### src/design/wvm_pkg.sv
package wvm_pkg;

  localparam int VOICES_DEF       = 4;
  localparam int FRAC_BITS_DEF    = 12;
  localparam int ADDR_BITS_DEF    = 16;
  localparam int VOLUME_SHIFT_DEF = 0;

  localparam int EIGHT_SHIFT = 6;
  localparam int SAT16_MAX   = 32767;
  localparam int SAT16_MIN   = -32768;
  localparam int SAT8_MAX    = 127;
  localparam int SAT8_MIN    = -128;

  typedef enum logic [1:0] {
    OP_WRITE   = 2'd0,
    OP_TRIGGER = 2'd1,
    OP_UPDATE  = 2'd2,
    OP_TICK    = 2'd3
  } op_e;

  typedef enum logic [0:0] {
    CFG_CALC_FREQ = 1'b0,
    CFG_EIGHT_BIT = 1'b1
  } cfg_e;

  typedef enum logic [2:0] {
    ST_IDLE,
    ST_DIV,
    ST_RD0,
    ST_RD1,
    ST_INTERP,
    ST_SCALE,
    ST_ACC,
    ST_DONE
  } ctrl_state_e;

  typedef struct packed {
    logic accept;
    logic rd1;
    logic interp;
    logic scale;
    logic acc;
    logic load_out;
    logic div_step;
  } cmd_t;

  typedef struct packed {
    logic need_div;
    logic div_done;
  } sts_t;

endpackage

### src/design/wvm_ctrl.sv
module wvm_ctrl import wvm_pkg::*; #(
  parameter int VOICES = VOICES_DEF
) (
  input  logic                 clk_i,
  input  logic                 rst_ni,
  input  logic                 in_valid_i,
  input  logic [1:0]           operation_i,
  input  logic                 out_stall_i,
  input  sts_t                 sts_i,
  output logic                 in_stall_o,
  output logic                 out_valid_o,
  output cmd_t                 cmd_o,
  output logic [((VOICES > 1) ? $clog2(VOICES) : 1)-1:0] vidx_o
);

  localparam int VIDX_W = (VOICES > 1) ? $clog2(VOICES) : 1;

  ctrl_state_e       state_q, state_d;
  logic [VIDX_W-1:0] vidx_q, vidx_d;
  logic              out_valid_q, out_valid_d;
  logic              out_free, last_voice, is_tick;

  assign out_free   = !out_valid_q || !out_stall_i;
  assign last_voice = (vidx_q == VIDX_W'(VOICES - 1));
  assign is_tick    = (operation_i == OP_TICK);

  always_comb begin
    state_d = state_q;
    case (state_q)
      ST_IDLE: begin
        if (in_valid_i) begin
          if (is_tick) begin
            state_d = ST_RD0;
          end else if (sts_i.need_div) begin
            state_d = ST_DIV;
          end
        end
      end
      ST_DIV: begin
        if (sts_i.div_done) begin
          state_d = ST_IDLE;
        end
      end
      ST_RD0:    state_d = ST_RD1;
      ST_RD1:    state_d = ST_INTERP;
      ST_INTERP: state_d = ST_SCALE;
      ST_SCALE:  state_d = ST_ACC;
      ST_ACC: begin
        state_d = last_voice ? ST_DONE : ST_RD0;
      end
      ST_DONE: begin
        if (out_free) begin
          state_d = ST_IDLE;
        end
      end
      default: state_d = ST_IDLE;
    endcase
  end

  always_comb begin
    cmd_o          = '0;
    cmd_o.accept   = (state_q == ST_IDLE) && in_valid_i;
    cmd_o.rd1      = (state_q == ST_RD1);
    cmd_o.interp   = (state_q == ST_INTERP);
    cmd_o.scale    = (state_q == ST_SCALE);
    cmd_o.acc      = (state_q == ST_ACC);
    cmd_o.load_out = (state_q == ST_DONE) && out_free;
    cmd_o.div_step = (state_q == ST_DIV);
    in_stall_o     = (state_q != ST_IDLE);
    out_valid_o    = out_valid_q;
    vidx_o         = vidx_q;
  end

  always_comb begin
    vidx_d = vidx_q;
    if ((state_q == ST_IDLE) && in_valid_i && is_tick) begin
      vidx_d = '0;
    end else if (state_q == ST_ACC) begin
      vidx_d = vidx_q + VIDX_W'(1);
    end
    out_valid_d = ((state_q == ST_DONE) && out_free) || (out_valid_q && out_stall_i);
  end

  always_ff @(posedge clk_i or negedge rst_ni) begin
    if (!rst_ni) begin
      state_q     <= ST_IDLE;
      vidx_q      <= '0;
      out_valid_q <= 1'b0;
    end else begin
      state_q     <= state_d;
      vidx_q      <= vidx_d;
      out_valid_q <= out_valid_d;
    end
  end

endmodule

### config.mk
export PLATFORM = sky130hd
export DESIGN_NAME = wvm_ctrl
export DESIGN_NICKNAME = d
export VERILOG_FILES = /design/src/design/wvm_pkg.sv /design/src/design/wvm_ctrl.sv
export SDC_FILE = /design/constraint.sdc
export NUM_CORES = 1
export LEC_CHECK = 0
export BUFFER_PORTS_ARGS = -buffer_cell sky130_fd_sc_hd__buf_2
export CORE_MARGIN = 3
export CORE_UTILIZATION = 25
export CTS_CLUSTER_DIAMETER = 30
export DETAILED_ROUTE_END_ITERATION = 8
export PLACE_DENSITY_LB_ADDON = 0.05
export SLEW_MARGIN = 20
export SYNTH_ARGS = -nofsm -noshare
export SYNTH_HDL_FRONTEND = slang
export SYNTH_SLANG_ARGS = --single-unit
### constraint.sdc
create_clock -name clk_i -period 2.1 [get_ports clk_i]
set_input_delay 0.105 -clock clk_i [delete_from_list [all_inputs] [get_ports clk_i]]
set_output_delay 0.105 -clock clk_i [all_outputs]
set_load 0.05 [all_outputs]
==> impl_metrics.yaml <==
status:
  status: "finished, final reports clean"
timing:
  finClkSkew_ns: 0.003464
  tightest_slew_ns: 0.3497
  worst_slack_ns: 0.6126
  setup_viol: 0
  rsz0062_at_grt: "false"
  hold_viol: 0
  slew_headroom_pct: 76.69
  tns_ns: 0
  max_freq_mhz: 672.3
  post-route-period-util_pct: 70.83
  slew_violations: 0
  whs_ns: 0.1546
  min_period_ns: 1.487
clocking:
  clock_path_buffers: 2
  clkLatencyLatePin_ns: 0.24
  h-tree-depth: 1
  cts.sink_count: 6
  cts_tree: "done"
  cts.reportedPaths.clkPinSlew_ns: 0.04
  cts_made_buffers: 3
  cts-root-buf: "clkbuf_4"
  post_cts_buffers: 0
placed_design:
  place.port_buffers: 18
  gp_congestion: 0.7128
  place_area_um2: 488.0
  dp_hpwl_um: 739.1
  preCtsSetupSlack_ns: 0.8206
floorplanning:
  dieHeight_um: 46.15
  core_area_um2: 1399
  fp.dieArea_um2: 2129
  die_w_um: 46.15
  rows: 13
  io_pins: 19
  start_util_pct: 28.80
routing:
  antenna_left: 0
  post-route-drc-count: 0
  vias_per_cell: 4.913
  detail_route.wl_per_cell_um: 11.60
  route.met3.wl_um: 82
  route.met2.wl_um: 407
  met1_length_um: 438
  finalWirelength_um: 928
  drt_iter0_drc: 3
  dr.pass1.iters: 4
  vias: 393
  routed.top_layer: "met3"
grt:
  gr-usage-all-layers_pct: 9.091
  grt_pass1_vias: 333
  grt_start_max_net_pins: 14
  antenna_found_initial: 0
  gr-total-overflow: 0
  grt_pass1_wl_um: 1373
final_layout:
  finish.instance_area_um2: 520.5
  layout_common_cells: "buf_2, dfrtp_1, nor2_1"
  n_antenna_cell: 0
  drive_above_1_share_pct: 35.38
  area_delta_synth_final_pct: 29.19
  num-nets-final: 76
  final_common_cell: "buf_2"
yosys:
  synth_edf_count: 0
  synth_nets: 55
  ys_seq_area_share_pct: 37.27
  ys_top_cells_by_area: "dfrtp_1, nor2_1, nor3_1"
  syn-cell-area_um2: 402.9
  synth_cell_types: 25
  ys_async_sr_fraction_pct: 100.0
  syn_avg_cell_area_um2: 8.758
  ys_warn_count: 0
  syn_inst: 46
  synth_top_area_share_pct: 37.27
  ys_ff_latch: 6
  synth_flop_cell: "dfrtp_1"
  yosysTopAreaCell: "dfrtp_1"
worst_setup_path:
  worstSetupPathType: "reg -> out"
  reg2reg_slack_ns: 0.82
  cp_data_required_time_ns: 2.00
  cp-end-kind: "output pin"
  critPathLaunchType: "register"
  crit_fanout: 13
  arrival_ns: 1.38
run:
  max_cap_viol_count: 0
hold_path:
  hold_path_class: "in -> reg"
-- path summary, 6_finish.rpt --
check	start	end	cells past startpoint
max in group asynchronous	rst_ni	out_valid_o	2
max	state_q[1]	in_stall_o	2
min reg2reg	vidx_o[1]	vidx_o[1]	2
min in group asynchronous	rst_ni	vidx_o[0]	2
min	out_stall_i	out_valid_o	3
max reg2reg	state_q[1]	state_q[1]	3
-- layer usage --
metal	up-vias	global-route usage, %
li1	205	-
met1	175	12.29
met2	13	13.46
met3	0	1.563
met4	0	5.114
met5	-	0
-- synthesized netlist by cell type, types with 2 or more instances --
cell type and number:
nand3b_1 2, nand2_1 3, dfrtp_1 6, nand2b_1 2, nor3_1 3, nand3_1 2
a21o_1 2, nor2_1 5, inv_1 3, a21oi_1 2, and3_1 2
-- critical path, cell delays in order, from the launching register on --
cell	delay, ns
dfrtp_1	0.49
or3_4	0.43
buf_2	0.22
-- area by class of cell --
type	count	area, µm²
Clock buffer	3	22.52
Fill cell	159	878.3
Inverter	3	11.26
Multi-Input combinational cell	34	217.7
Sequential cell	6	150.1
Tap cell	15	18.77
Timing Repair Buffer	19	100.1
-- state kept, by name, indices dropped and copies added, names as in the netlist --
register / count
out_valid_o: 1
vidx_o: 2
state_q: 3
-- metrics by stage --
stage,utilization (%),std cells
after floorplan,-,46
after global placement,34.88,76
after detailed placement,34.88,76
after CTS,37.21,80
after global routing,37.21,80
final,37.21,80
-- timing repair --
item / CTS / global route
hold buffers: 1 / 0
endpoints found under the hold margin: 6 / 0
gates resized for setup: 0 / 0
endpoints found under the setup margin: 0 / 0
-- cell families (layout without fill, tap and decap cells) --
kind of cell | after synthesis | count (layout) | synth area share (%)
AND/OR/NAND/NOR | 21 | 21 | 28.57
AO/OA/AOI/OAI | 10 | 10 | 17.70
flip-flops | 6 | 6 | 37.27
buffers and inverters | 6 | 25 | 8.695
adder cells (fa/ha/maj) | 1 | 1 | 3.105
XOR/XNOR | 1 | 1 | 2.174
multiplexers | 1 | 1 | 2.485
Power is left out: the tool's default activity adds up to more than one toggle a clock period on the data nets, which glitch-free logic cannot reach.
